File: config.mk
export PLATFORM = sky130hd
export DESIGN_NAME = qbnr_mul
export DESIGN_NICKNAME = d
export VERILOG_FILES = /design/src/rtl/core/qbnr_mul.sv
export SDC_FILE = /design/constraint.sdc
export NUM_CORES = 2
export LEC_CHECK = 0
export BUFFER_PORTS_ARGS = -buffer_cell sky130_fd_sc_hd__buf_2
export CORE_MARGIN = 2
export CORE_UTILIZATION = 45
export DETAILED_ROUTE_END_ITERATION = 6
export PLACE_DENSITY = 0.67
export REMOVE_ABC_BUFFERS = 1
export SLEW_MARGIN = 20
export SYNTH_ARGS = -nofsm -noshare
export SYNTH_HDL_FRONTEND = slang
export SYNTH_SLANG_ARGS = --single-unit
File: constraint.sdc
create_clock -name clk -period 7.9 [get_ports clk]
set_clock_uncertainty 0.15 [all_clocks]
set_input_delay 1.58 -clock clk [delete_from_list [all_inputs] [get_ports clk]]
set_output_delay 1.58 -clock clk [all_outputs]
set_load 0.1 [all_outputs]
File: src/rtl/core/qbnr_mul.sv
// ----------------------------------------------------------------------------
// qbnr_mul: shared unsigned multiplier
// 32 x 32 unsigned product with a registered result.
// ----------------------------------------------------------------------------
module qbnr_mul (
  input  logic        clk,
  input  logic [31:0] a_i,
  input  logic [31:0] b_i,
  output logic [63:0] p_o
);

  logic [63:0] p_r;

  // Product register
  always_ff @(posedge clk) begin
    p_r <= 64'(a_i) * 64'(b_i);
  end

  assign p_o = p_r;

endmodule

# Word level (Yosys, flattened, before mapping)

Cells that the tools add are included.
Widths: inputs -> output; s select.

$mul: 1

Operator list:

| cell           | count |
|---|---|
| $mul 32x32->64 | 1 |

Flip-flop bits (word level): 64
Bits of input ports: 65
Output and inout port bits: 64
Word-level logic and storage cells: 2

# Depth between registers and ports, before layout

Depth after elaboration: 1
Gate-level depth with buffers: 29
Mapped depth without buffers: 27

# Worst setup path after synthesis

No wires, ideal clock.

Path kind: input port to flip-flop
Start point: input a_i[25]
End point: register p_r[62] (netlist: p_o[62])
Arrival: 8.261 ns
Required time: 7.678 ns
Setup slack: -0.583 ns
Stages on the path: 25
Path through: clkbuf_1 > nand2_1 > fa_1 > inv_1 > fa_1 > inv_1 > fa_1 > inv_1 > fa_1 > fa_1 > fa_1 > fa_1 > inv_1 > fa_1 > inv_1 > ha_1 > buf_2 > nand4_1 > or4_1 > or3_1 > a31oi_1 > a31o_2 > a211oi_1 > o21ai_1 > xor2_1

Longest elaborated chain between the ends: 1

RTL lines:

| what                 | RTL line | text |
|---|---|---|
| from (decl)          | 7        | `input logic [31:0] a_i,` |
| $mul 32x32->64       | 16       | `p_r <= 64'(a_i) * 64'(b_i);` |
| to (signal assigned) | 16       |  |
| to (decl)            | 12       | `logic [63:0] p_r;` |

No other way between the ends.

# Final worst setup path

Start point: input a_i[8]
End point: register p_r[62] (netlist: p_o[62])

Same word-level chain as after synthesis.

==> impl_metrics.py <==
metrics = {
    "outcome": {
        "status": "complete, but fails checks",
        "violations": "negative setup slack",
    },
    "global_route": {
        "antenna_found_initial": 7,
        "grt_usage_pct": 26.7,
        "grt_pass1_vias": 29400,
        "grt_pass1_wl_microns": 162000,
        "grt_max_degree": 32,
        "overflow": 0,
    },
    "worst_setup_path": {
        "crit_type": "input pin to flop",
        "crit_chain": "buf_12 > buf_12 > buf_12 > buf_12 > and2_4 > fa_1 > inv_1 > fa_1 > inv_2 > fa_1 > fa_2 > fa_1 > fa_1 > fa_2 > fa_2 > ha_4 > nand2_2 > or4_4 > or3_4 > a31oi_4 > a31o_4 > a211oi_4 > o21ai_1 > xor2_1",
        "crit_family": "adder cells",
        "cpMostUsedCell": "fa_1",
        "crit_arrival_ps": 8490,
        "worstSetupEndpointType": "flop",
        "cp_slowest_cell": "fa_2",
        "worst_setup_path_start_kind": "input pin",
        "critPathBufInv": 6,
        "worst_ep_required_time_ps": 8050,
        "path_max_fanout": 7,
        "max_stage_delay_ps": 610,
    },
    "timing": {
        "fin_ws_ps": -436,
        "fmax_ghz": 0.120,
        "maxSlewViolCount": 0,
        "hold_slack_ps": 1600,
        "maxSlewHeadroom_pct": 60.5,
        "setup_viol": 35,
        "rsz0062_at_grt": "true",
        "hold_viol_final": 0,
        "tightest_slew_ps": 596,
        "min_period_ps": 8340,
        "finalCritPeriodShare_pct": 106,
    },
    "synth": {
        "async_flop_share_pct": 0,
        "synth-simple-area-share_pct": 17.6,
        "synth_top_area_share_pct": 51.7,
        "yosysTopAreaCell": "fa_1",
        "yosys_register_bits": 64,
        "ys_seq_area_share_pct": 3.69,
        "synth_ff_type": "dfxtp_1",
        "synth_top_family_by_area": "adder cells",
        "synthTopCellsByArea": "fa_1 52%, and2_1 11%, ha_1 9.5%",
        "synth_cells": 3748,
        "synth_edf_count": 0,
        "synth_area_sq_um": 34700,
        "synth_fa_ha_area_share_pct": 61.2,
        "yosys.area_share.xor_xnor_pct": 1.52,
        "synth.mux.area_fraction_pct": 0.0289,
        "synth_warnings": 0,
        "synth_compound_area_share_pct": 4.15,
        "avgSynthCellArea_sq_um": 9.25,
        "synth_cell_types": 57,
    },
    "routing": {
        "drt-total-wl_microns": 105000,
        "wire_per_inst_microns": 20.2,
        "firstDrtPassIters": 5,
        "vias": 27000,
        "routed_via_density": 5.21,
        "ant_nets": 0,
        "drc": 0,
        "first_iter_violations": 1690,
    },
    "cts": {
        "cts-root-buf": "clkbuf_16",
        "numCtsBuffers": 9,
        "htreeDepth": 3,
        "cts_tree": "built",
        "clk_pin_slew_ps": 60,
        "clockBufferDepth": 2,
        "cts_sinks": 64,
    },
    "cells_and_area": {
        "area_growth_syn_to_layout_pct": 23.3,
        "fin_util_pct": 56.2,
        "fin_cells": 5187,
        "drive_gt1_share_pct": 22.5,
        "nets": 5374,
        "largest_register_ffs": 64,
        "n_fill_cell": 6519,
    },
    "placement": {
        "placedCellCount": 5079,
        "gp_congestion": 0.962,
        "hpwlAfterDp_microns": 83100,
        "portBuffers": 128,
    },
    "floorplanning": {
        "initial_core_util_pct": 45.6,
        "fp.dieArea_sq_um": 79300,
        "rows": 101,
        "fp.coreArea_sq_um": 76100,
        "die_x_microns": 282,
        "io_pins": 129,
        "die_h_microns": 282,
    },
    "min_path": {
        "hold_end": "p_o[0]$_DFF_P_",
        "hp-class": "input pin to flop",
        "min_from": "a_i[0]",
        "min_path_cells": 2,
    },
    "run": {
        "maxCapViolations": 0,
    },
}
## per-stage QoR
step	setup TNS (ps)	setup slack (ps)	instance area (sq um)
after detailed placement	-35890	-1260	39100
after CTS	-8160	-488	41100
after global placement	-33320	-1120	39100
after global routing	-14730	-582	42800
final	-9780	-436	42800
after floorplan	-1990	-299	33800
## final cells by class
| class | instances | area, sq um | share of cell area, % |
|---|---|---|---|
| diodes | 2 | 5.00 | 0.0117 |
| clock buffers | 9 | 225 | 0.527 |
| clock inverters | 7 | 77.6 | 0.181 |
| inverters | 865 | 3250 | 7.59 |
| multi-input cells | 2599 | 30800 | 72.0 |
| flip-flops and latches | 64 | 1280 | 3.00 |
| well taps | 1030 | 1290 | 3.01 |
| repair buffers | 611 | 5830 | 13.6 |
## cell families after synthesis
family	Yosys count
AO/OA/AOI/OAI	202
XOR/XNOR	60
adder cells (fa/ha/maj)	1159
buffers and inverters	1085
flip-flops	64
multiplexers	1
AND/OR/NAND/NOR	1177
## synthesized netlist by cell type, types with 3 or more instances
| cell | number |
|---|---|
| nand2_1 | 480 |
| inv_1 | 865 |
| or3_1 | 3 |
| or2_2 | 3 |
| a31oi_1 | 12 |
| xor2_1 | 25 |
| buf_2 | 6 |
| xnor2_1 | 35 |
| nor2_1 | 20 |
| and4_1 | 3 |
| ha_1 | 263 |
| nand3_1 | 10 |
| a21oi_1 | 63 |
| and2_1 | 602 |
| o21a_1 | 9 |
| o21ai_1 | 5 |
| a211oi_1 | 3 |
| a21boi_1 | 3 |
| or4_1 | 3 |
| a21oi_2 | 3 |
| o21ai_0 | 21 |
| o21bai_1 | 10 |
| a221o_1 | 4 |
| clkbuf_1 | 213 |
| dfxtp_1 | 64 |
| fa_1 | 896 |
| o31ai_4 | 3 |
| a21o_1 | 40 |
| o221ai_1 | 3 |
| and3_1 | 14 |
| nand4_1 | 23 |
| a221oi_4 | 3 |
| nor3_1 | 7 |
## how the worst max path moves through the flow
stage	from	slack, ps	endpoint	depth (start not counted)
2_1_floorplan	a_i[26]	-300	p_o[62]$_DFF_P_	22
3_3_place_gp	b_i[8]	-1120	p_o[62]$_DFF_P_	27
3_5_place_dp	b_i[8]	-1260	p_o[62]$_DFF_P_	27
4_1_cts	a_i[9]	-490	p_o[62]$_DFF_P_	24
5_1_grt	a_i[8]	-580	p_o[62]$_DFF_P_	24
6_report	a_i[8]	-440	p_o[62]$_DFF_P_	24
## layer usage
metal	vias to the layer above	track usage, %	part of all wire, %	routed length (microns)
met4	4	8.80	4.0	4200
met1	14000	35.3	39	41300
li1	11700	-	-	-
met5	-	0	0.024	25
met2	1058	44.8	49	50900
met3	247	4.27	7.8	8170
## layout by cell type (no fill, tap or decap), types with 40 or more instances in the layout
| cell type | n |
|---|---|
| inv_2 | 44 |
| dfxtp_1 | 64 |
| buf_2 | 78 |
| ha_1 | 234 |
| buf_12 | 49 |
| fa_2 | 76 |
| fa_1 | 820 |
| and2_4 | 48 |
| inv_1 | 821 |
| a21o_1 | 40 |
| and2_1 | 554 |
| buf_4 | 365 |
| buf_6 | 77 |
| nand2_1 | 469 |
## repair_timing
item / 4_1_cts / 5_1_grt
gates cloned: 10 / 9
gates resized for setup: 282 / 307
hold buffers: 0 / 0
setup buffers: 37 / 51
endpoints found under the setup margin: 40 / 42
pin swaps: 169 / 242
hold endpoints to repair: 0 / 0
Power is not shown: default switching activity piles up to over one toggle a cycle in this logic, so the estimate is an artifact.
