--- config.mk ---
export PLATFORM = sky130hd
export DESIGN_NAME = qbnr_isqrt
export DESIGN_NICKNAME = d
export VERILOG_FILES = /design/src/rtl/core/qbnr_pkg.sv /design/src/rtl/core/qbnr_isqrt.sv
export SDC_FILE = /design/constraint.sdc
export NUM_CORES = 1
export LEC_CHECK = 0
export ABC_AREA = 0
export BUFFER_PORTS_ARGS = -buffer_cell sky130_fd_sc_hd__clkbuf_2
export CAP_MARGIN = 15
export CORE_MARGIN = 2
export CORE_UTILIZATION = 45
export DETAILED_ROUTE_END_ITERATION = 8
export SLEW_MARGIN = 20
export SYNTH_ARGS = -nofsm -noshare
export SYNTH_HDL_FRONTEND = slang
export SYNTH_SLANG_ARGS = --single-unit
--- constraint.sdc ---
create_clock -name clk -period 13.4 [get_ports clk]
set_input_delay 2.68 -clock clk [delete_from_list [all_inputs] [get_ports clk]]
set_output_delay 2.68 -clock clk [all_outputs]
set_load 0.005 [all_outputs]
--- src/rtl/core/qbnr_pkg.sv ---
// ----------------------------------------------------------------------------
// qbnr_pkg: shared types and constants
// Port widths, register indexes and the unit status struct used by the
// quantized batch-norm requantizer.
// ----------------------------------------------------------------------------
package qbnr_pkg;

  // Stream payload widths
  localparam int IN_TDATA_W  = 144;
  localparam int IN_TUSER_W  = 2;
  localparam int OUT_TDATA_W = 8;

  // Configuration port
  localparam int CFG_ADDR_W = 3;
  localparam int CFG_DATA_W = 32;

  localparam logic [CFG_ADDR_W-1:0] CFG_EPSILON    = 3'd0;
  localparam logic [CFG_ADDR_W-1:0] CFG_INPUT_MIN  = 3'd1;
  localparam logic [CFG_ADDR_W-1:0] CFG_INPUT_MAX  = 3'd2;
  localparam logic [CFG_ADDR_W-1:0] CFG_OUT_MAXABS = 3'd3;
  localparam logic [CFG_ADDR_W-1:0] CFG_INNER_SIZE = 3'd4;
  localparam logic [CFG_ADDR_W-1:0] CFG_CHAN_COUNT = 3'd5;
  localparam logic [CFG_ADDR_W-1:0] CFG_RELU_EN    = 3'd6;

  // Item kinds
  localparam logic OP_LOAD   = 1'b0;
  localparam logic OP_SAMPLE = 1'b1;

  // Arithmetic constants
  localparam logic [31:0] DEQ_DIVISOR = 32'd255;  // code range of uint8
  localparam logic [31:0] REQ_SCALE2  = 32'd254;  // 2 * 127 for half-up rounding
  localparam logic [6:0]  Q_LIMIT     = 7'd127;

  // Status of an iterative unit
  typedef struct packed {
    logic busy;
    logic done;
  } unit_sts_t;

endpackage

--- src/rtl/core/qbnr_isqrt.sv ---
// ----------------------------------------------------------------------------
// qbnr_isqrt: iterative integer square root
// Digit-by-digit floor square root, one result bit per cycle.
// ----------------------------------------------------------------------------
module qbnr_isqrt #(
  parameter int X_W = 48
) (
  input  logic                 clk,
  input  logic                 rst_n,
  input  logic                 start_i,
  input  logic [X_W-1:0]       x_i,
  output qbnr_pkg::unit_sts_t  sts_o,
  output logic [X_W/2-1:0]     root_o
);
  import qbnr_pkg::*;

  localparam int STEPS = X_W / 2;
  localparam int CNT_W = $clog2(STEPS + 1);

  logic [X_W-1:0]   x_r;
  logic [X_W-1:0]   res_r;
  logic [X_W-1:0]   bit_r;
  logic [CNT_W-1:0] cnt_r;
  logic             busy_r;
  logic             done_r;

  logic [X_W-1:0]   trial;
  logic [X_W-1:0]   x_nxt;
  logic [X_W-1:0]   res_nxt;

  // One step: compare against res + bit, update remainder and root
  always_comb begin
    trial = res_r + bit_r;
    if (x_r >= trial) begin
      x_nxt   = x_r - trial;
      res_nxt = (res_r >> 1) + bit_r;
    end else begin
      x_nxt   = x_r;
      res_nxt = res_r >> 1;
    end
  end

  // Sequencing
  always_ff @(posedge clk) begin
    if (!rst_n) begin
      busy_r <= 1'b0;
      done_r <= 1'b0;
    end else begin
      done_r <= 1'b0;
      if (start_i) begin
        x_r    <= x_i;
        res_r  <= '0;
        bit_r  <= X_W'(1) << (X_W - 2);
        cnt_r  <= CNT_W'(STEPS);
        busy_r <= 1'b1;
      end else if (busy_r) begin
        x_r   <= x_nxt;
        res_r <= res_nxt;
        bit_r <= bit_r >> 2;
        cnt_r <= cnt_r - CNT_W'(1);
        if (cnt_r == CNT_W'(1)) begin
          busy_r <= 1'b0;
          done_r <= 1'b1;
        end
      end
    end
  end

  assign sts_o.busy = busy_r;
  assign sts_o.done = done_r;
  assign root_o     = res_r[X_W/2-1:0];

endmodule
Yosys cells after proc, flatten, opt, wreduce, memory -nomap -nowiden:

Cells that the tools add are included.
W data, S select, Z words.

* register bits: 127
* input bits: 51
* word-level logic and storage cells: 30

* add/subtract/negate cells: 4
* magnitude comparators: 1
* equal/unequal tests: 1
* multiplexer cells: 11
* bitwise logic cells: 2
* reduce and logical (&&, ||, !) cells: 5

Operators by type and width (number)
* $mux W48: 5
* $add A47 B47 Y48: 1
* $add A48 B47 Y48: 1
* $ge A48 B48 Y1: 1
* $sub A48 B48 Y48: 1
* $mux W47: 1
* $eq A5 B1 Y1 const B: 1
* $mux W5: 1
* $sub A5 B1 Y5 const B: 1
* $mux W1: 4
* $reduce_bool A2 Y1: 2
* $reduce_and A3 Y1: 1
* $reduce_or A3 Y1: 1
* $not A1 Y1: 2
* $reduce_and A2 Y1: 1

Depth between registers and ports, before layout:

Gate-level depths: netlist of run 1.

* depth in word-level cells: 5
* mapped depth: 23
* gate-level depth less buffers: 21

Least setup slack after synthesis of run 1:

Ideal clock, no wire load.

* path kind: reg-to-reg
* from: register res_r[2]
* to: register x_r[0], enable pin
* arrival time: 6601 ps
* required time: 12931 ps
* slack: 6329 ps
* stages on the path, launching flop included: 22
* buffers on the path: 3
* path through: edfxtp_1 > ha_1 > a31oi_1 > o21bai_1 > a211oi_2 > o31ai_1 > a21boi_1 > o21bai_1 > a21o_1 > a31oi_1 > xor2_1 > ha_1 > buf_2 > nand2_1 > nor3_1 > nor3b_1 > o21ai_1 > a211oi_2 > nor3_1 > buf_2 > buf_2 > a21oi_1

* longest elaborated chain between the ends: 4

RTL lines
* from (decl): RTL line qbnr_isqrt.sv:21 `logic [X_W-1:0] res_r;`
* from (signal assigned): RTL line qbnr_isqrt.sv:58 `res_r <= res_nxt;`
* $add A48 B47 Y48: RTL line qbnr_isqrt.sv:33 `trial = res_r + bit_r;`
* $ge A48 B48 Y1: RTL line qbnr_isqrt.sv:34 `if (x_r >= trial) begin`
* $reduce_bool A2 Y1 (no line)
* $reduce_and A3 Y1 (no line)
* to (signal assigned): RTL line qbnr_isqrt.sv:51 `x_r <= x_i;`
* to (signal assigned): RTL line qbnr_isqrt.sv:57 `x_r <= x_nxt;`
* to (decl): RTL line qbnr_isqrt.sv:20 `logic [X_W-1:0] x_r;`

No other way between the ends.
A chain may end at the register's enable or synchronous reset.

Worst setup path in the final report of run 1:

* from: register res_r[4]
* to: register x_r[15], enable pin

The elaborated chain is that of the path after synthesis.

==> results of run 1 <==
[power by group through the flow]
stage               sequential, uW  combinational (uW)  clock (uW)
floorplan                      541                 643           0
global placement               562                 788           0
detailed placement             561                 791           0
CTS                            554                 795         477
global route                   561                 898         493
finish                         556                 801         468
[flip-flops by register name (all words and copies together), names as in the netlist]
name / flops
res_r: 48
cnt_r: 5
x_r: 48
busy_r: 1
bit_r: 24
done_r: 1
[cells in the final DEF (no fill, tap or decap), types with 6 or more instances in the layout]
cell type,count
sky130_fd_sc_hd__or3_1,13
sky130_fd_sc_hd__nor2_1,103
sky130_fd_sc_hd__or4_1,8
sky130_fd_sc_hd__a31o_2,12
sky130_fd_sc_hd__nand4_1,21
sky130_fd_sc_hd__a21oi_1,94
sky130_fd_sc_hd__o21ai_0,101
sky130_fd_sc_hd__nand3_1,24
sky130_fd_sc_hd__a211oi_1,28
sky130_fd_sc_hd__xnor2_1,62
sky130_fd_sc_hd__o21a_1,14
sky130_fd_sc_hd__inv_1,36
sky130_fd_sc_hd__nand2b_1,7
sky130_fd_sc_hd__a31oi_1,47
sky130_fd_sc_hd__o21bai_1,37
sky130_fd_sc_hd__o211ai_1,8
sky130_fd_sc_hd__clkbuf_2,75
sky130_fd_sc_hd__xor2_1,45
sky130_fd_sc_hd__nor2b_1,37
sky130_fd_sc_hd__nor4_1,6
sky130_fd_sc_hd__and2_1,10
sky130_fd_sc_hd__and3_1,16
sky130_fd_sc_hd__edfxtp_1,125
sky130_fd_sc_hd__o21ai_1,8
sky130_fd_sc_hd__nor3_1,30
sky130_fd_sc_hd__ha_1,100
sky130_fd_sc_hd__nand2_1,169
sky130_fd_sc_hd__clkbuf_16,17
sky130_fd_sc_hd__inv_8,7
sky130_fd_sc_hd__mux2_2,6
sky130_fd_sc_hd__buf_4,7
sky130_fd_sc_hd__o31ai_1,9
sky130_fd_sc_hd__a21o_1,24
[through the flow]
stage / instances / power (uW) / area (sq um) / setup WS, ns
final: 1718 / 1830 / 12700 / 7.28
after global placement: 1686 / 1350 / 12100 / 7.21
after detailed placement: 1686 / 1350 / 12100 / 7.06
after floorplan: 1350 / 1180 / 11700 / 6.33
after global routing: 1718 / 1950 / 12700 / 6.89
after CTS: 1718 / 1830 / 12700 / 7.02
[area by class of cell]
type	count	area, sq um	area share (%)
clock buffers	17	425	3.35
repair buffers	82	428	3.37
well taps	330	413	3.26
inverters	37	139	1.10
clock inverters	15	163	1.28
multi-input cells	1110	7320	57.7
flip-flops and latches	127	3790	29.9
[path summary, 6_finish.rpt]
| path | slack (ns) | endpoint | start | depth (start not counted) |
|---|---|---|---|---|
| worst max register to register | 7.28 | x_r[15] | res_r[4] | 20 |
| worst max-delay path | 7.28 | x_r[15] | res_r[4] | 20 |
| worst min register to register | 0.54 | done_r | busy_r | 1 |
| worst min-delay path | 0.54 | done_r | busy_r | 1 |
[logic make-up (layout without fill, tap and decap cells)]
family          after synthesis  count (layout)
mux                          10              10
flops                       127             127
buf+inv                     113             151
fa+ha+maj                   101             101
compound gates              432             432
simple gates                460             460
xor+xnor                    107             107
[layer usage]
| metal | part of all wire [%] | GRT usage, % |
|---|---|---|
| met1 | 51 | 34.7 |
| met2 | 42 | 33.5 |
| met3 | 5.1 | 3.11 |
| met4 | 2.4 | 7.59 |
| met5 | 0 | 0 |
[worst max-delay path, stage by stage (launching register included)]
cell and delay [ns]:
sky130_fd_sc_hd__edfxtp_1 0.51, sky130_fd_sc_hd__ha_1 0.41, sky130_fd_sc_hd__nand2_1 0.07, sky130_fd_sc_hd__o21bai_1 0.37
sky130_fd_sc_hd__a211oi_2 0.19, sky130_fd_sc_hd__o31ai_1 0.46, sky130_fd_sc_hd__a21boi_1 0.23, sky130_fd_sc_hd__o21bai_1 0.25
sky130_fd_sc_hd__a21o_1 0.18, sky130_fd_sc_hd__a31oi_1 0.10, sky130_fd_sc_hd__xor2_1 0.17, sky130_fd_sc_hd__ha_1 0.47
sky130_fd_sc_hd__nand2_1 0.16, sky130_fd_sc_hd__nor3_1 0.40, sky130_fd_sc_hd__nor3b_1 0.22, sky130_fd_sc_hd__o21ai_1 0.11
sky130_fd_sc_hd__a211oi_2 0.26, sky130_fd_sc_hd__nor3_2 0.09, sky130_fd_sc_hd__buf_4 0.24, sky130_fd_sc_hd__a21oi_4 0.18
sky130_fd_sc_hd__buf_4 0.59
==> reports/results.tsv, run 1 <==
metric	value	unit
CTS tree	yes	
type of the worst min-delay path	reg2reg	
number of H-tree levels	4	
Via Count	10100	
part of the Yosys area used for sequential elements	32.6	%
Leak Pwr	0.00484	uW
P_sw	749	uW
internal power contribution	1080	uW
number of standard cells after synthesis	1350	
sink count of the clock tree	127	
GRT Total Usage	22.9	%
share of synthesized registers carrying an async set or reset	0	%
synthesized area per cell	8.63	sq um
detailed placement HPWL	23100	microns
cell taking the most area after synthesis	sky130_fd_sc_hd__edfxtp_1	
iteration count of the initial detailed-routing pass	5	
post-synth net total	1502	
proportion of layout cells with a drive suffix above 1	11.2	%
P per Cell Area	144	nW/um^2
simple-gate portion of the synthesized area	18.6	%
final worst path period need	6.12	ns
vias in the first global route	9174	
arithmetic-cell share of the synthesized area counting full adders, half adders and majority gates	10.9	%
Final Hold Vio Count	0	
Compound-Gate Fraction of Synth Area	24.1	%
worst supply voltage drop on vdd	86.1	uV
number of vias per cell	5.87	
first-pass GRT wire length	48700	microns
initial antenna violation count	0	
max-cap check violation count	0	
dominant combinational cell family by area after synthesis	compound AO/OA/AOI/OAI gates	
width of the die	165	microns
Startpoint Class	flop	
Achievable Freq	0.163	GHz
row cnt	58	
die boundary height	165	microns
worst clock skew	0.0168	ns
sequential group share of total power	30.4	%
net switching share of the total power	41.1	%
latest clock arrival within the worst-skew pair	0.44	ns
cell area after synthesis	11700	sq um
flip-flop and latch count after synthesis	127	
post-detailed-route count of antenna-violating nets	0	
number of library cell types mapped by synthesis	69	
count of flip-flops with a built-in enable after synthesis	125	
post-DR wirelength/cell	17.9	microns
Fill cells	2427	
routability congestion estimate	0.932	
Net count, final	1527	
share of the clock period used by the worst path after layout	45.7	%
cell at the root of the clock tree	sky130_fd_sc_hd__clkbuf_16	
Required @ worst endpoint	13.46	ns
setup TNS	0	ns
# setup viols final	0	
hold slack final	0.536	ns
count of hold buffers inserted by post-cts repair	0	
CORE AREA	25300	sq um
status	completed	
end-of-flow core utilization	50.1	%
relative contribution of combinational cells to total power	43.9	%
leading cell type by number of instances after synthesis	sky130_fd_sc_hd__nand2_1	
total wire length	30700	microns
cell types with the highest counts after synthesis	sky130_fd_sc_hd__nand2_1, sky130_fd_sc_hd__edfxtp_1, sky130_fd_sc_hd__nor2_1	
post-CTS setup repair buffer count	0	
die footprint	27200	sq um
detailed-route DRC error count	0	
warnings from Yosys	0	
highest fanout seen on the critical path	48	
total of buffers placed on input and output ports	76	
Max Root-Sink Buffers	2	
Clock Pin Slew Worst Setup and Hold Paths	0.08	ns
Arrival @ worst endpoint	6.18	ns
first-iteration detailed-routing DRC count	992	
Resize count post-CTS	0	
Clk network pwr share	25.7	%
setup repair after global routing missed its margin	no	
Rel. slew slack	32.1	%
multiplexer share of the synthesized area	0.966	%
remaining global-route overflow	0	
Num CTS Buffers	17	
initial standard-cell utilization of the core	46.0	%
top cells by area in the synthesized netlist	sky130_fd_sc_hd__edfxtp_1, sky130_fd_sc_hd__ha_1, sky130_fd_sc_hd__nand2_1	
worst slew pin tran	1.02	ns
sort of element at the end of the critical path	flop	
Area Overhead vs Synth	8.83	%
type of the setup path with the least slack	reg2reg	
num ports	77	
Primary FF master, synth	sky130_fd_sc_hd__edfxtp_1	
pin count of the biggest net entering global routing	87	
portion of synthesized cell area occupied by the leading cell type	32.2	%
xor and xnor fraction of the mapped netlist area	8.04	%
Antenna Cells	0	
number of pins exceeding their max-slew limit in the final report	0	
Power figures use the tool's default switching activity.
==> run 2, diff against run 1 <==
--- a/config.mk
+++ b/config.mk
@@ -5,7 +5,7 @@
 export SDC_FILE = /design/constraint.sdc
 export NUM_CORES = 1
 export LEC_CHECK = 0
-export ABC_AREA = 0
+export ABC_AREA = 1
 export BUFFER_PORTS_ARGS = -buffer_cell sky130_fd_sc_hd__clkbuf_2
 export CAP_MARGIN = 15
 export CORE_MARGIN = 2
==> constraint.sdc (replaced) <==
create_clock -name clk -period 6.1 [get_ports clk]
set_input_delay 1.22 -clock clk [delete_from_list [all_inputs] [get_ports clk]]
set_output_delay 1.22 -clock clk [all_outputs]
set_load 0.005 [all_outputs]
==> run 2 against run 1 <==
- clock power grew 120%
- die area grew 27%
- worst setup slack lost 6.4 ns
- total power grew 140%
- core utilization shrank 0.63 points
- sequential share of layout area shrank 6.4 points
- routed wire length grew 74%
- critical endpoint is now res_r[4]
- largest cell class unchanged
- highest routed layer unchanged
==> reports/results.tsv, run 2 <==
metric	value	unit	change
remaining global-route overflow	0		unchanged
die boundary height	186	microns	+13%
Leak Pwr	0.00803	uW	+66%
pin count of the biggest net entering global routing	63		-28%
latest clock arrival within the worst-skew pair	0.45	ns	about the same
number of standard cells after synthesis	2413		+79%
worst clock skew	0.00862	ns	-0.00817 ns
leading cell type in the layout, fill and taps excluded	sky130_fd_sc_hd__nand2_1		
P per Cell Area	274	nW/um^2	+91%
row cnt	66		+14%
width of the die	186	microns	+13%
number of vias per cell	5.31		-9.4%
most frequent cells in the layout	sky130_fd_sc_hd__nand2_1, sky130_fd_sc_hd__inv_1, sky130_fd_sc_hd__nor2_1		
Final Hold Vio Count	0		unchanged
start point of the worst hold path	busy_r		
count of hold buffers inserted by post-cts repair	0		unchanged
status	completed		
worst slew pin tran	0.647	ns	-0.371 ns
setup TNS	0	ns	unchanged
setup repair after global routing missed its margin	no		
vias in the first global route	15300		+66%
# setup viols final	0		unchanged
register area	3790	sq um	unchanged
warnings from Yosys	0		unchanged
first-iteration detailed-routing DRC count	1055		+6.4%
post-CTS setup repair buffer count	0		unchanged
Primary FF master, synth	sky130_fd_sc_hd__edfxtp_1		
cell area after synthesis	14900	sq um	+28%
Clock Pin Slew Worst Setup and Hold Paths	0.07	ns	about the same
total wire length	53300	microns	+74%
biggest registers after layout	res_r (48), x_r (48), bit_r (24)		
iteration count of the initial detailed-routing pass	6		+1
portion of synthesized cell area occupied by the leading cell type	25.1	%	-7.1 points
post-synth net total	2565		+71%
worst supply voltage drop on vdd	218	uV	+150%
sort of element at the end of the critical path	flop		
Startpoint Class	flop		
setup ws final	0.923	ns	-6.36 ns
Antenna Cells	0		unchanged
Max Root-Sink Buffers	2		unchanged
CTS tree	yes		
Via Count	15500		+54%
share of synthesized registers carrying an async set or reset	0	%	unchanged
leading cell type by number of instances after synthesis	sky130_fd_sc_hd__nand2_1		
sink count of the clock tree	127		unchanged
placement-stage worst setup slack	1.04	ns	-6.03 ns
CORE AREA	32600	sq um	+29%
cell types with the highest counts after synthesis	sky130_fd_sc_hd__nand2_1, sky130_fd_sc_hd__inv_1, sky130_fd_sc_hd__nor2_1		
start point of the critical path	res_r[8]		
Area Overhead vs Synth	8.00	%	
routability congestion estimate	1.00		+7.5%
share of the clock period used by the worst path after layout	84.9	%	+39 points
die footprint	34700	sq um	+27%
GRT Total Usage	31.8	%	+8.8 points
Rel. slew slack	56.9	%	+25 points
initial antenna violation count	0		unchanged
Crit Reg-Reg Startpoint	res_r[8]		
final worst path period need	5.18	ns	-0.944 ns
Resize count post-CTS	0		unchanged
end-of-flow core utilization	49.4	%	-0.63 points
Multi-input gate area	9340	sq um	+28%
max-cap check violation count	0		unchanged
Net count, final	2617		+71%
total of buffers placed on input and output ports	76		unchanged
highest fanout seen on the critical path	45		-6.3%
type of the setup path with the least slack	reg2reg		
detailed placement HPWL	44200	microns	+92%
Num CTS Buffers	17		unchanged
post-DR wirelength/cell	18.3	microns	+2.3%
number of library cell types mapped by synthesis	48		-30%
cell taking the most area after synthesis	sky130_fd_sc_hd__edfxtp_1		
post-detailed-route count of antenna-violating nets	0		unchanged
flip-flop and latch count after synthesis	127		unchanged
initial standard-cell utilization of the core	45.8	%	-0.23 points
count of flip-flops with a built-in enable after synthesis	125		unchanged
top cells by area in the synthesized netlist	sky130_fd_sc_hd__edfxtp_1, sky130_fd_sc_hd__nand2_1, sky130_fd_sc_hd__inv_1		
num ports	77		unchanged
type of the worst min-delay path	reg2reg		
part of the Yosys area used for sequential elements	25.4	%	-7.2 points
proportion of layout cells with a drive suffix above 1	8.27	%	-3.0 points
Achievable Freq	0.193	GHz	+18%
first-pass GRT wire length	82400	microns	+69%
Arrival @ worst endpoint	5.37	ns	-0.81 ns
detailed-route DRC error count	0		unchanged
number of pins exceeding their max-slew limit in the final report	0		unchanged
number of H-tree levels	4		unchanged
Fill cells	3462		+43%
synthesized area per cell	6.19	sq um	-28%
Required @ worst endpoint	6.29	ns	-7.17 ns
cell at the root of the clock tree	sky130_fd_sc_hd__clkbuf_16		
==> run 2: cell types whose count changed in the layout (fill, tap and decap cells not counted), sizes merged, moves of 18 or more <==
cell,delta
nand2,+715
inv,+340
nor2,+169
nand3,+162
a31oi,-44
nor2b,-37
a211oi,-33
xor2,-29
o21bai,-24
nand3b,+23
a21oi,+20
a21o,-18
==> run 2: metal layers <==
layer / vias up / GRT usage (%) / wire (microns)
li1: 7785 / - / -
met1: 7113 / 39.0 / 22700
met2: 491 / 55.9 / 25800
met3: 127 / 2.94 / 2340
met4: 0 / 15.8 / 2530
met5: - / 0 / 0
==> run 2: per-stage QoR <==
step | instance area [sq um] | hold slack, ns | instances | total power, uW
final | 16100 | 0.526 | 2920 | 4420
after global routing | 16100 | 0.590 | 2920 | 4750
after CTS | 16100 | 0.535 | 2920 | 4410
after detailed placement | 15600 | 0.526 | 2888 | 3390
after global placement | 15600 | 0.517 | 2888 | 3370
after floorplan | 14900 | 0.459 | 2413 | 2820
==> run 2: area by class of cell <==
cell class                 instances  area share (%)
timing repair buffer              83            2.78
multi-input combinational       1854            57.9
clock inverter                    15           0.830
sequential                       127            23.5
inverter                         382            8.89
clock buffer                      17            2.64
tap                              442            3.43
==> run 2: worst paths after layout <==
path              cells after the start       end  slack (ns)
setup / recovery                     21  res_r[4]        0.92
setup reg to reg                     21  res_r[4]        0.92
hold / removal                        2    done_r        0.53
hold reg to reg                       2    done_r        0.53
==> run 2: where the power goes <==
part           internal [uW]  switching (uW)
sequential              1110             124
combinational            713            1470
clock                    564             453
total                   2380            2040
==> run 2: cells by family (layout without fill, tap and decap cells) <==
kind of cell / Yosys count / in the layout / share of synthesized area (%)
AOI/OAI and AO/OA: 253 / 253 / 10.0
xor gates and xnor gates: 66 / 66 / 3.87
adders and majority gates: 101 / 101 / 8.51
buffers and inverters: 432 / 497 / 12.1
DFF: 127 / 127 / 25.4
and+or+nand+nor: 1434 / 1434 / 40.1
==> run 2: critical path, stage by stage (launching register included) <==
cell and delay, ns:
sky130_fd_sc_hd__edfxtp_1 0.57, sky130_fd_sc_hd__ha_1 0.44, sky130_fd_sc_hd__nand2_1 0.14, sky130_fd_sc_hd__o21ai_0 0.39, sky130_fd_sc_hd__nand2_1 0.16, sky130_fd_sc_hd__o21ai_0 0.33, sky130_fd_sc_hd__inv_1 0.07, sky130_fd_sc_hd__nand2_1 0.19
sky130_fd_sc_hd__nand3_1 0.20, sky130_fd_sc_hd__nand4_1 0.15, sky130_fd_sc_hd__nand2_1 0.10, sky130_fd_sc_hd__ha_1 0.39, sky130_fd_sc_hd__nand2_1 0.11, sky130_fd_sc_hd__nor3_2 0.27, sky130_fd_sc_hd__nand2_1 0.13, sky130_fd_sc_hd__nor2_2 0.11
sky130_fd_sc_hd__nand2_2 0.08, sky130_fd_sc_hd__nand3_4 0.10, sky130_fd_sc_hd__buf_4 0.52, sky130_fd_sc_hd__nor2_8 0.21, sky130_fd_sc_hd__nand2_1 0.10, sky130_fd_sc_hd__o21ai_0 0.09
