File: src/rtl/core/qbnr_pkg.sv
// ----------------------------------------------------------------------------
// qbnr_pkg: shared types and constants
// Port widths, register indexes and the unit status struct used by the
// quantized batch-norm requantizer.
// ----------------------------------------------------------------------------
package qbnr_pkg;

  // Stream payload widths
  localparam int IN_TDATA_W  = 144;
  localparam int IN_TUSER_W  = 2;
  localparam int OUT_TDATA_W = 8;

  // Configuration port
  localparam int CFG_ADDR_W = 3;
  localparam int CFG_DATA_W = 32;

  localparam logic [CFG_ADDR_W-1:0] CFG_EPSILON    = 3'd0;
  localparam logic [CFG_ADDR_W-1:0] CFG_INPUT_MIN  = 3'd1;
  localparam logic [CFG_ADDR_W-1:0] CFG_INPUT_MAX  = 3'd2;
  localparam logic [CFG_ADDR_W-1:0] CFG_OUT_MAXABS = 3'd3;
  localparam logic [CFG_ADDR_W-1:0] CFG_INNER_SIZE = 3'd4;
  localparam logic [CFG_ADDR_W-1:0] CFG_CHAN_COUNT = 3'd5;
  localparam logic [CFG_ADDR_W-1:0] CFG_RELU_EN    = 3'd6;

  // Item kinds
  localparam logic OP_LOAD   = 1'b0;
  localparam logic OP_SAMPLE = 1'b1;

  // Arithmetic constants
  localparam logic [31:0] DEQ_DIVISOR = 32'd255;  // code range of uint8
  localparam logic [31:0] REQ_SCALE2  = 32'd254;  // 2 * 127 for half-up rounding
  localparam logic [6:0]  Q_LIMIT     = 7'd127;

  // Status of an iterative unit
  typedef struct packed {
    logic busy;
    logic done;
  } unit_sts_t;

endpackage

File: src/rtl/core/qbnr_div.sv
// ----------------------------------------------------------------------------
// qbnr_div: iterative unsigned divider
// Restoring division, one quotient bit per cycle, truncating quotient.
// ----------------------------------------------------------------------------
module qbnr_div #(
  parameter int N_W = 48,
  parameter int D_W = 32
) (
  input  logic                 clk,
  input  logic                 rst_n,
  input  logic                 start_i,
  input  logic [N_W-1:0]       num_i,
  input  logic [D_W-1:0]       den_i,
  output qbnr_pkg::unit_sts_t  sts_o,
  output logic [N_W-1:0]       quo_o
);
  import qbnr_pkg::*;

  localparam int CNT_W = $clog2(N_W + 1);

  logic [N_W-1:0]   quo_r;
  logic [D_W-1:0]   rem_r;
  logic [D_W-1:0]   den_r;
  logic [CNT_W-1:0] cnt_r;
  logic             busy_r;
  logic             done_r;

  logic [D_W:0]     trial;
  logic [D_W:0]     trial_diff;
  logic             take;
  logic [D_W-1:0]   rem_nxt;
  logic [N_W-1:0]   quo_nxt;

  // One restoring step: shift in the next numerator bit, try the subtract
  always_comb begin
    trial      = {rem_r, quo_r[N_W-1]};
    trial_diff = trial - {1'b0, den_r};
    take       = (trial >= {1'b0, den_r});
    rem_nxt    = take ? trial_diff[D_W-1:0] : trial[D_W-1:0];
    quo_nxt    = {quo_r[N_W-2:0], take};
  end

  // Sequencing
  always_ff @(posedge clk) begin
    if (!rst_n) begin
      busy_r <= 1'b0;
      done_r <= 1'b0;
    end else begin
      done_r <= 1'b0;
      if (start_i) begin
        quo_r  <= num_i;
        rem_r  <= '0;
        den_r  <= den_i;
        cnt_r  <= CNT_W'(N_W);
        busy_r <= 1'b1;
      end else if (busy_r) begin
        quo_r <= quo_nxt;
        rem_r <= rem_nxt;
        cnt_r <= cnt_r - CNT_W'(1);
        if (cnt_r == CNT_W'(1)) begin
          busy_r <= 1'b0;
          done_r <= 1'b1;
        end
      end
    end
  end

  assign sts_o.busy = busy_r;
  assign sts_o.done = done_r;
  assign quo_o      = quo_r;

endmodule

File: config.mk
export PLATFORM = sky130hd
export DESIGN_NAME = qbnr_div
export DESIGN_NICKNAME = d
export VERILOG_FILES = /design/src/rtl/core/qbnr_pkg.sv /design/src/rtl/core/qbnr_div.sv
export SDC_FILE = /design/constraint.sdc
export NUM_CORES = 1
export LEC_CHECK = 0
export ABC_AREA = 1
export ABC_CLOCK_PERIOD_IN_PS = 6200
export BUFFER_PORTS_ARGS = -buffer_cell sky130_fd_sc_hd__buf_2
export CAP_MARGIN = 25
export CELL_PAD_IN_SITES_DETAIL_PLACEMENT = 0
export CELL_PAD_IN_SITES_GLOBAL_PLACEMENT = 1
export CORE_ASPECT_RATIO = 1.4
export CORE_MARGIN = 1.5
export CORE_UTILIZATION = 35
export DETAILED_ROUTE_END_ITERATION = 12
export GPL_ROUTABILITY_DRIVEN = 0
export PLACE_DENSITY_LB_ADDON = 0.1
export SLEW_MARGIN = 20
export SYNTH_ARGS = -nofsm -noshare
export SYNTH_HDL_FRONTEND = slang
export SYNTH_SLANG_ARGS = --single-unit
File: constraint.sdc
create_clock -name clk -period 6.2 [get_ports clk]
set_clock_uncertainty 0.15 [all_clocks]
set_input_delay 0.31 -clock clk [delete_from_list [all_inputs] [get_ports clk]]
set_output_delay 0.31 -clock clk [all_outputs]
set_load 0.02 [all_outputs]
# --- Word-level counts from Yosys, hierarchy flattened ---
# Cells that the tools add are included.
# W data, S select, Z words.
word_totals:
  reg_bits: 120
op_classes:
  addsub: 2
  order_cmp: 1
  n_eq_ne: 1
  mux: 9
  n_bitwise: 2
  n_reduce_logical: 4
ops:
  columns: ["operator", "n"]
  rows:
  - ["$mux W48", 2]
  - ["$mux W32", 2]
  - ["$ge A33 B32 Y1", 1]
  - ["$sub A32 B32 Y32", 1]
  - ["$eq A6 B1 Y1 const B", 1]
  - ["$mux W6", 1]
  - ["$sub A6 B1 Y6 const B", 1]
  - ["$mux W1", 4]
  - ["$reduce_and A2 Y1", 2]
  - ["$reduce_or A3 Y1", 1]
  - ["$not A1 Y1", 2]
  - ["$reduce_bool A2 Y1", 1]

# --- Logic depth before layout (Yosys ltp) ---
# Gate-level depths: netlist of run 1.
logic_depth:
  ltp_word: 4
  depth_mapped: 17
  depth_no_buf: 15

# --- Least setup slack after synthesis of run 1 ---
# Ideal clock, no wire load.
synth_timing:
  path_type: "in2reg"
  startpoint: "input start_i"
  endpoint: "register cnt_r[0], enable pin"
  t_arrival_ps: 2520
  t_required_ps: 5602
  slack_ps: 3082
  stages: 3
  n_path_buf: 1
  path_cell_list: "clkbuf_1 nand2_1 nand2_1"
synth_between:
  elab_chain_len: 2
synth_rtl:
  columns: ["item", "line", "source"]
  rows:
  - ["start: declaration", "qbnr_div.sv:11", "input logic start_i,"]
  - ["$reduce_bool A2 Y1 (no line)", null, null]
  - ["$reduce_and A2 Y1 (no line)", null, null]
  - ["end signal: assignment", "qbnr_div.sv:54", "cnt_r <= CNT_W'(N_W);"]
  - ["end signal: assignment", "qbnr_div.sv:59", "cnt_r <= cnt_r - CNT_W'(1);"]
  - ["end: declaration", "qbnr_div.sv:24", "logic [CNT_W-1:0] cnt_r;"]
# Every way passes these cells.
# A chain may end at the register's enable or synchronous reset.

# --- Worst setup path after layout of run 1 ---
layout_timing:
  startpoint: "register rem_r[26]"
  endpoint: "register quo_r[0], in the netlist quo_o[0] (data pin)"
layout_between:
  elab_chain_len: 3
layout_rtl:
  columns: ["item", "line", "source"]
  rows:
  - ["start: declaration", "qbnr_div.sv:22", "logic [D_W-1:0] rem_r;"]
  - ["start signal: assignment", "qbnr_div.sv:58", "rem_r <= rem_nxt;"]
  - ["$ge A33 B32 Y1", "qbnr_div.sv:38", "take = (trial >= {1'b0, den_r});"]
  - ["$mux W48", "qbnr_div.sv:56", "end else if (busy_r) begin"]
  - ["$mux W48", "qbnr_div.sv:50", "if (start_i) begin"]
  - ["end signal: assignment", "qbnr_div.sv:51", "quo_r <= num_i;"]
  - ["end signal: assignment", "qbnr_div.sv:57", "quo_r <= quo_nxt;"]
  - ["end: declaration", "qbnr_div.sv:21", "logic [N_W-1:0] quo_r;"]
# Every way passes these cells. The select of a mux whose other input is x is not followed.

==> summary.md, run 1 <==
| Metric | Value |
|---|---|
| Outcome | `finished, final reports clean` |
| Layout Nets | `1,370` |
| Crit end category | `flop` |
| 1st-pass router iterations | `4` |
| Hold_ws | `0.0249 ns` |
| Share of the synthesized area in the top cell type | `45.6%` |
| Seq/Total Area, Yosys | `46.1%` |
| Area Overhead vs Synth | `29.4%` |
| Die X | `129 um` |
| Drt total wl | `21,900 um` |
| Setup Viol. Count Final | `0` |
| Total power | `2.85 mW` |
| Power per cell area | `284 mW/mm^2` |
| # IOs | `133` |
| Clock transition at path regs | `0.05 ns` |
| Hold EP | `quo_o[6]$_DFFE_PP_` |
| Final ANT Viol Nets | `0` |
| Ys flop type | `edfxtp_1` |
| Largest area contributor in the netlist | `edfxtp_1` |
| I/O Buffers | `132` |
| Top sig layer | `met4` |
| Mapped Nets | `1,162` |
| Hold_sp | `num_i[6]` |
| WP data arrival | `3.19 ns` |
| Mapped Area | `0.00776 sq mm` |
| # diodes | `0` |
| Yosys cell types | `33` |
| Syn Area/Cell | `7.44 sq um` |
| Core area | `0.0218 sq mm` |
| Final Hold Viols | `0` |
| Clock Latency Late Sink | `0.43 ns` |
| Worst setup path start | `rem_r[26]$_SDFFCE_PP0P_` |
| FMAX | `315 MHz` |
| Yosys reg bits | `120` |
| Worst hold-check path type | `input pin to flop` |
| Worst reg-to-reg setup slack | `3.02 ns` |
| CP max FO | `25` |
| DP HPWL | `16,100 um` |
| Tcrit/Tclk final | `51.3%` |
| Vias | `6,809` |
| Root Buffer | `clkbuf_16` |
| Post-CTS Resized | `0` |
| Slew headroom | `40.2%` |
| Slew @ Worst Pin | `0.895 ns` |
| Setup TNS Final | `0 ns` |
| Pleak | `5.17 nW` |
| Vias in the first global route | `6,777` |
| Top post-synthesis cells by count | `nand2_1 (448), inv_1 (171), edfxtp_1 (118)` |
| Residual DRC | `0` |
| Placed inst area | `0.00871 sq mm` |
| Top-count cell post-synth | `nand2_1` |
| Metal-1 WL | `9110 um` |
| DR WL met3 | `786 um` |
| Synth top area cells | `edfxtp_1 (46%), nand2_1 (22%), inv_1 (8.3%)` |
| Setup Crit Path Kind | `flop to flop` |
| TritonCTS Buffers | `17` |
| R2R Path End | `quo_o[0]$_DFFE_PP_` |
| Fin crit period | `3.18 ns` |
| Largest net degree at the start of global routing | `52` |
| Fin area | `0.0100 sq mm` |
| Die Footprint | `0.0231 sq mm` |
| Mapped Cells | `1,044` |
| Per-cell routed wire length | `14.0 um` |
| RSZ-0062 raised after global routing | `false` |
| Total GRT Usage | `20.2%` |
| Starting Density | `35.7%` |
| Overflow after GRT | `0` |
| Initial antenna violation count | `0` |
| Setup bufs post-CTS | `0` |
| CTS tree | `yes` |
| EDFF count, synth | `118` |
| Iter 0 DRT Violations | `258` |
| Die height | `179 um` |
| Clock Sinks | `120` |
| # rows | `64` |
| Reg-to-reg startpoint | `rem_r[26]$_SDFFCE_PP0P_` |
| CP startpoint kind | `flop` |
| First-pass GRT wire length | `34,900 um` |
| Max Root-Sink Buffers | `2` |
| Worst R2R Path Depth | `12` |
| Worst hold stages | `3` |
| Critical Path RT | `6.21 ns` |
| Maximum vdd drop | `192 uV` |
| Synth warn | `0` |
| Share of cells above drive strength 1 | `14.3%` |
| Slew Viols, Final | `0` |
| Wire length on met2 | `11,500 um` |
| H-tree depth | `4` |
| Max-cap violations | `0` |
| CTS Hold Bufs | `77` |
| Fraction of registers with async set/reset | `0%` |
| Via-to-Cell Ratio | `4.36` |
[state kept, by name (all words and copies together), names as in the netlist]
name	flops
quo_o	48
cnt_r	6
busy_r	1
den_r	32
rem_r	32
done_r	1
[through the flow]
step	util, %	setup WS, ns	std cells
after floorplan	-	3.08	1044
after global placement	40.0	3.07	1453
after detailed placement	40.0	3.00	1453
after CTS	46.1	3.01	1561
after global routing	46.1	2.79	1561
final	46.1	3.02	1561
[worst max path at each step]
stage | depth (start not counted) | endpoint
after CTS | 12 | quo_o[0]$_DFFE_PP_
after global placement | 12 | quo_o[0]$_DFFE_PP_
after detailed placement | 12 | quo_o[0]$_DFFE_PP_
after floorplan | 3 | cnt_r[0]$_SDFFCE_PP0P_
after global routing | 13 | rem_r[4]$_SDFFCE_PP0P_
final | 12 | quo_o[0]$_DFFE_PP_
[worst max-delay path, cell delays in order (launching register included)]
cell,delay [ns]
edfxtp_1,0.41
ha_1,0.39
nand2_1,0.16
inv_1,0.05
nand2_1,0.05
and2_1,0.14
nor2_1,0.05
nor2_2,0.09
nand2_1,0.09
nor2_4,0.69
nand2_8,0.21
inv_4,0.31
o21ai_1,0.09
[cell type report]
cell class | count | area [sq um]
multi-input cells | 723 | 3390
inverters | 177 | 667
clock buffers | 20 | 437
repair buffers | 213 | 1460
fillers | 2276 | 11700
well taps | 297 | 372
flip-flops and latches | 120 | 3580
clock inverters | 11 | 131
[cell usage in the layout, fill, tap and decap left out, types with 4 or more instances in the layout]
cell type and n:
edfxtp_1 118, nand2_1 447, xor2_1 14, ha_1 34, nor2_1 109, buf_4 4, nor3_1 5, dlygate4sd3_1 77
inv_1 171, nand4_1 5, clkinv_1 4, nor2_2 6, buf_2 132, nand3_1 33, and2_1 10, clkbuf_16 17
a21oi_1 20, nand3b_1 24, inv_2 5
[layer usage]
layer | up-vias | track usage [%]
li1 | 3618 | -
met1 | 3040 | 22.3
met2 | 129 | 37.3
met3 | 22 | 4.33
met4 | 0 | 8.24
met5 | - | 0
[power breakdown]
part           internal [mW]  switching [mW]
sequential              1.00          0.0380
clock                  0.622           0.357
combinational          0.295           0.538
total                   1.92           0.934
[cells by family (layout without fill, tap and decap cells)]
logic type / count (synthesis) / after routing / synth area share, %
adders and majority gates: 35 / 35 / 5.74
buffers and inverters: 201 / 421 / 10.2
AOI/OAI and AO/OA: 25 / 25 / 1.68
DFF: 120 / 120 / 46.1
and+or+nand+nor: 648 / 648 / 34.5
xor gates and xnor gates: 15 / 15 / 1.69
No activity file was read; power rests on OpenSTA's default activity.
==> run 2, diff against run 1 <==
ABC_CLOCK_PERIOD_IN_PS = 2700   (was 6200)
clock period = 2.7 ns   (was 6.2 ns; I/O delays follow)
==> run 2 against run 1 <==
Net effect: first-iteration DRC count rose by 17%; design area rose by 2.8%; fmax rose by 26%; worst setup slack got worse by 2.8 ns; final cell count rose by 1.6%; sequential power rose by 130%; via count rose by 2.3%; non-clock buffer count rose by 24; clock power rose by 130%; largest power group unchanged; highest routed layer unchanged.
==> summary.md, run 2 (synthesized netlist as in run 1, its figures left out) <==
| Metric | Value |
|---|---|
| Via-to-Cell Ratio | `4.39 (+0.71%)` |
| Outcome | `finished, final reports clean` |
| Drt total wl | `22,600 um (+3.5%)` |
| Final Hold Viols | `0 (unchanged)` |
| Per-cell routed wire length | `14.3 um (+1.8%)` |
| Critical Path RT | `2.73 ns (-3.48 ns)` |
| Setup TNS Final | `0 ns (unchanged)` |
| CP startpoint kind | `flop` |
| Setup Viol. Count Final | `0 (unchanged)` |
| Worst hold-check path type | `input pin to flop` |
| Iter 0 DRT Violations | `302 (+17%)` |
| Most used cell, CP | `nand2_1` |
| Post-Layout Cell Count | `1,586 (+1.6%)` |
| Layout Nets | `1,394 (+1.8%)` |
| Max Root-Sink Buffers | `2 (unchanged)` |
| Total power | `6.66 mW (+130%)` |
| DP HPWL | `16,500 um (+2.9%)` |
| Root Buffer | `clkbuf_16` |
| # IOs | `133 (unchanged)` |
| Largest delay share family, worst path | `simple AND/OR/NAND/NOR gates` |
| Number of flip-flops under the largest register name | `48 (unchanged)` |
| # diodes | `0 (unchanged)` |
| Most frequent cells in the layout | `nand2_1 (447), inv_1 (171), buf_2 (132)` |
| Tcrit/Tclk final | `93.4% (+42 points)` |
| Power per cell area | `645 mW/mm^2 (+130%)` |
| RSZ-0062 raised after global routing | `false` |
| Largest net degree at the start of global routing | `52 (unchanged)` |
| Share of cells above drive strength 1 | `15.9% (+1.6 points)` |
| Core area | `0.0218 sq mm (unchanged)` |
| Pleak | `5.32 nW (+2.8%)` |
| I/O Buffers | `132 (unchanged)` |
| Crit-path cells | `inv_1 > ha_1 > fa_1 > inv_1 > nand2_1 > nand2_1 > and2_1 > nand2_1 > nand3_1 > nand2_1 > nand3_1 > nand2_1 > nor2_1 > nor2_1` |
| H-tree depth | `4 (unchanged)` |
| Crit end category | `flop` |
| Max-cap violations | `0 (unchanged)` |
| Overflow after GRT | `0 (unchanged)` |
| Initial antenna violation count | `0 (unchanged)` |
| 1st-pass router iterations | `4 (unchanged)` |
| Number of filler cells placed in the layout | `2,296 (+0.88%)` |
| Slew @ Worst Pin | `0.559 ns (-0.336 ns)` |
| Die height | `179 um (unchanged)` |
| # rows | `64 (unchanged)` |
| Area Overhead vs Synth | `32.9%` |
| Maximum vdd drop | `489 uV (+150%)` |
| CTS tree | `yes` |
| CP max stage cell | `fa_1` |
| Die X | `129 um (unchanged)` |
| Die Footprint | `0.0231 sq mm (unchanged)` |
| CP Buf/Inv Count | `2 (unchanged)` |
| Residual DRC | `0 (unchanged)` |
| Setup Crit Path Kind | `flop to flop` |
| FMAX | `397 MHz (+26%)` |
| Inst Count DP | `1,471 (+1.2%)` |
| Clock Sinks | `120 (unchanged)` |
| TritonCTS Buffers | `17 (unchanged)` |
| Fin crit period | `2.52 ns (-0.656 ns)` |
| Starting Density | `35.7% (unchanged)` |
| Clock transition at path regs | `0.06 ns (about the same)` |
| Clock Latency Late Sink | `0.43 ns (about the same)` |
| Most common cell after layout, fill and taps aside | `nand2_1` |
| Vias | `6,967 (+2.3%)` |
| Slew headroom | `62.7% (+22 points)` |
| CP max FO | `3 (-88%)` |
| WP data arrival | `2.55 ns (-0.64 ns)` |
| Max stage delay on crit path | `0.42 ns (-0.27 ns)` |
| Vias in the first global route | `7,138 (+5.3%)` |
| Total GRT Usage | `20.9% (+0.70 points)` |
| Slew Viols, Final | `0 (unchanged)` |
| First-pass GRT wire length | `36,200 um (+3.6%)` |
| Final ANT Viol Nets | `0 (unchanged)` |
==> run 2: changes by cell type in the layout (fill, tap and decap cells not counted), sizes merged <==
cell	change
buf	+18
dlygate4sd3	+6
clkbuf	+4
clkinv	-2
bufinv	-1
==> run 2: path summary, 6_finish.rpt <==
path / startpoint / to / slack [ns] / depth (start not counted)
max: quo_o[47]$_DFFE_PP_ / rem_r[28]$_SDFFCE_PP0P_ / 0.18 / 14
min: den_i[30] / den_r[30]$_DFFE_PP_ / 0.27 / 2
max reg2reg: quo_o[47]$_DFFE_PP_ / rem_r[28]$_SDFFCE_PP0P_ / 0.18 / 14
min reg2reg: quo_o[10]$_DFFE_PP_ / quo_o[11]$_DFFE_PP_ / 0.38 / 2
==> run 2: layout make-up <==
type / instances / area (sq um) / share of cell area [%]
well taps: 297 / 372 / 3.60
inverters: 177 / 669 / 6.48
multi-input cells: 723 / 3410 / 33.0
clock buffers: 24 / 482 / 4.67
repair buffers: 237 / 1710 / 16.6
clock inverters: 8 / 96.3 / 0.933
flip-flops and latches: 120 / 3580 / 34.7
==> run 2: power by group <==
| part | switching (mW) | total, mW | internal (mW) |
|---|---|---|---|
| clock network | 0.826 | 2.25 | 1.43 |
| logic | 1.27 | 2.02 | 0.751 |
| registers | 0.0894 | 2.39 | 2.30 |
==> run 2: layer usage <==
layer / global-route usage (%) / wire length, um / vias to the layer above
met2: 37.9 / 11300 / 169
met5: 0 / 0 / -
met4: 10.4 / 934 / 0
met3: 4.57 / 969 / 44
met1: 22.9 / 9400 / 3083
li1: - / - / 3671
==> run 2: what timing repair did <==
item,4_1_cts,5_1_grt
resized for setup,0,4
hold endpoints to repair,84,0
setup buffers,0,0
hold buffers,83,0
setup endpoints to repair,0,31
==> run 2: stage by stage <==
step           setup WS, ns  hold slack, ns  instance area [sq um]  utilization, %
2_1_floorplan         0.374          0.0839                   7770               -
4_1_cts               0.128           0.247                  10300            47.3
5_1_grt              0.0116           0.258                  10300            47.4
6_report              0.178           0.266                  10300            47.4
3_5_place_dp          0.141           0.163                   8890            40.8
3_3_place_gp          0.150           0.161                   8890            40.8
==> run 3, diff against run 2 <==
ABC_AREA = not set   (was 1)
==> run 3 against run 2 <==
Net effect: the run now ends with negative setup slack left; routed wire length decreased by 17%; synthesized cell count shrank 44%; count of clock-buffer cells in the layout fell by 6; via count fell by 19%; register-to-register slack got worse by 0.40 ns; clock power fell by 2%.
==> summary.md, run 3 <==
| Metric | Value |
|---|---|
| CTS tree | `yes` |
| EDFF count, synth | `118 (unchanged)` |
| FMAX | `342 MHz (-14%)` |
| Crit-path cells | `ha_1 > nor2b_2 > o2111ai_1 > nand4b_1 > a31oi_2 > or4_4 > a21oi_4 > buf_12 > buf_12 > buf_12 > or2_2 > a21oi_1` |
| Max-cap violations | `0 (unchanged)` |
| Overflow after GRT | `0 (unchanged)` |
| Share of cells above drive strength 1 | `42.7% (+27 points)` |
| Comb power frac | `31.4% (+1.0 points)` |
| Yosys cell types | `58 (+76%)` |
| Synth warn | `0 (unchanged)` |
| # IOs | `133 (unchanged)` |
| Core area | `0.0192 sq mm (-12%)` |
| Die Footprint | `0.0204 sq mm (-12%)` |
| Share of the synthesized area in the top cell type | `51.8% (+6.2 points)` |
| Part of the power in the clock network | `33.4% (-0.4 points)` |
| Drt total wl | `18,800 um (-17%)` |
| Maximum vdd drop | `524 uV (+7.1%)` |
| Largest net degree at the start of global routing | `38 (-27%)` |
| Synth top area cells | `edfxtp_1 (52%), mux2_2 (7.9%), ha_1 (6.2%)` |
| Fraction of registers with async set/reset | `0% (unchanged)` |
| Ys flop type | `edfxtp_1` |
| Setup TNS Final | `-5.74 ns (-5.74 ns)` |
| Die X | `121 um (-6.0%)` |
| Per-cell routed wire length | `16.0 um (+12%)` |
| RSZ-0062 raised after global routing | `true` |
| Initial antenna violation count | `0 (unchanged)` |
| Pre-CTS WS | `-0.407 ns (-0.548 ns)` |
| Critical Path RT | `2.70 ns (-0.03 ns)` |
| Total GRT Usage | `18.8% (-2.1 points)` |
| First-pass GRT wire length | `30,000 um (-17%)` |
| CP max stage cell | `or4_4` |
| Syn Area/Cell | `11.7 sq um (+57%)` |
| TritonCTS Buffers | `17 (unchanged)` |
| Mapped Nets | `703 (-40%)` |
| Hold_ws | `0.0498 ns (-0.217 ns)` |
| I/O Buffers | `132 (unchanged)` |
| Iter 0 DRT Violations | `201 (-33%)` |
| CP Buf/Inv Count | `3 (+1)` |
| Mapped Area | `0.00684 sq mm (-12%)` |
| Layout Nets | `1,027 (-26%)` |
| Tcrit/Tclk final | `108% (+15 points)` |
| DP HPWL | `12,800 um (-23%)` |
| Outcome | `finished, violations left` |
| Pleak | `4.36 nW (-18%)` |
| Sequential power share | `35.2% (-0.6 points)` |
| Number of flip-flops under the largest register name | `48 (unchanged)` |
| Int Power | `4.54 mW (+1.5%)` |
| Top post-synthesis cells by count | `edfxtp_1 (118), inv_1 (49), mux2_2 (48), nor2_1 (48)` |
| Largest delay share family, worst path | `simple AND/OR/NAND/NOR gates` |
| Final Hold Viols | `0 (unchanged)` |
| Total power | `6.61 mW (-0.74%)` |
| Switching power | `2.07 mW (-5.2%)` |
| # rows | `60 (-6.3%)` |
| Seq/Total Area, Yosys | `52.4% (+6.2 points)` |
| Fin crit period | `2.92 ns (+0.402 ns)` |
| Via-to-Cell Ratio | `4.85 (+10%)` |
| Setup Viol. Count Final | `33 (+33)` |
| CP startpoint kind | `flop` |
| Starting Density | `35.6% (-0.058 points)` |
| Root Buffer | `clkbuf_16` |
| Crit end category | `flop` |
| Failing checks | `negative setup slack` |
| Setup Crit Path Kind | `flop to flop` |
| Power per cell area | `642 mW/mm^2 (-0.45%)` |
| Clock transition at path regs | `0.07 ns (about the same)` |
| Slew @ Worst Pin | `0.599 ns (+0.0397 ns)` |
| Yosys reg bits | `120 (unchanged)` |
| Net Sw Frac | `31.4% (-1.5 points)` |
| H-tree depth | `4 (unchanged)` |
| Worst setup margin | `-0.224 ns (-0.402 ns)` |
| Most common cell after layout, fill and taps aside | `buf_2` |
| Most used cell, CP | `buf_12` |
| Mapped Cells | `585 (-44%)` |
| Vias in the first global route | `6,121 (-14%)` |
| Slew headroom | `60.1% (-2.6 points)` |
| 1st-pass router iterations | `4 (unchanged)` |
| Most frequent cells in the layout | `buf_2 (131), edfxtp_1 (118), buf_4 (111)` |
| Area Overhead vs Synth | `50.5%` |
| Residual DRC | `0 (unchanged)` |
| # diodes | `0 (unchanged)` |
| Max Root-Sink Buffers | `2 (unchanged)` |
| Final ANT Viol Nets | `0 (unchanged)` |
| CP max FO | `8 (+5)` |
| Max stage delay on crit path | `0.45 ns (+0.03 ns)` |
| Top-count cell post-synth | `edfxtp_1` |
| Vias | `5,669 (-19%)` |
| Die height | `168 um (-6.0%)` |
| Worst hold-check path type | `input pin to flop` |
| Clock Sinks | `120 (unchanged)` |
| Largest area contributor in the netlist | `edfxtp_1` |
| Clock Latency Late Sink | `0.42 ns (about the same)` |
| Slew Viols, Final | `0 (unchanged)` |
| WP data arrival | `2.93 ns (+0.38 ns)` |
[run 3: cell count changes in the layout (fill, tap and decap cells not counted), sizes merged, moves of 16 or more]
cell,before,now
nand2,451,23
inv,177,59
buf,154,251
nor2,116,48
mux2,0,48
nand3,34,12
nand3b,24,4
o21ai,3,22
a21o,0,17
a21oi,20,36
[run 3: layer usage]
| layer | routed length [um] | track usage (%) |
|---|---|---|
| met4 | 306 | 5.98 |
| met5 | 0 | 0 |
| met2 | 9890 | 34.6 |
| met3 | 766 | 4.37 |
| met1 | 7790 | 21.2 |
[run 3: cells by family (layout without fill, tap and decap cells)]
logic type	after synthesis	count (layout)	synth area share (%)
buffers and inverters	78	415	5.05
adder cells (fa/ha/maj)	35	35	6.51
multiplexers	60	60	9.66
AND/OR/NAND/NOR	139	139	10.3
flip-flops	120	120	52.4
AO/OA/AOI/OAI	128	128	12.9
XOR/XNOR	25	25	3.20
[run 3: cell type report]
class	count	area (sq um)
clock buffers	18	429
clock inverters	14	128
fillers	1753	8930
inverters	49	184
multi-input cells	387	3160
flip-flops and latches	120	3580
well taps	248	310
repair buffers	334	2490
[run 3: power by group through the flow]
stage | clock [mW] | sequential (mW) | combinational, mW
after floorplan | 0 | 2.41 | 1.05
after global placement | 0 | 2.36 | 1.78
after detailed placement | 0 | 2.36 | 1.80
after CTS | 2.25 | 2.33 | 2.01
after global routing | 2.32 | 2.35 | 2.27
final | 2.21 | 2.33 | 2.08
[run 3: path summary, 6_finish.rpt]
check	start	end	slack, ns	cells after the start
setup reg to reg	rem_r[0]$_SDFFCE_PP0P_	rem_r[24]$_SDFFCE_PP0P_	-0.22	12
hold / removal	start_i	cnt_r[0]$_SDFFCE_PP0P_	0.05	2
hold reg to reg	busy_r$_SDFF_PN0_	done_r$_SDFF_PP0_	0.33	2
setup / recovery	rem_r[0]$_SDFFCE_PP0P_	rem_r[24]$_SDFFCE_PP0P_	-0.22	12
[run 3: per-stage QoR]
stage	utilization, %	std cells	instance area (sq um)
6_report	53.6	1170	10300
5_1_grt	53.6	1170	10300
4_1_cts	53.0	1167	10200
3_5_place_dp	45.0	1049	8640
3_3_place_gp	45.0	1049	8640
2_1_floorplan	-	585	6930
[run 3: timing repair]
item                       CTS  global route
resized for setup           29            12
buffers inserted             4             2
pin swaps                   11             6
hold buffers                81             0
setup endpoints to repair   33            33
hold endpoints to repair    81             0
gates cloned                 1             2
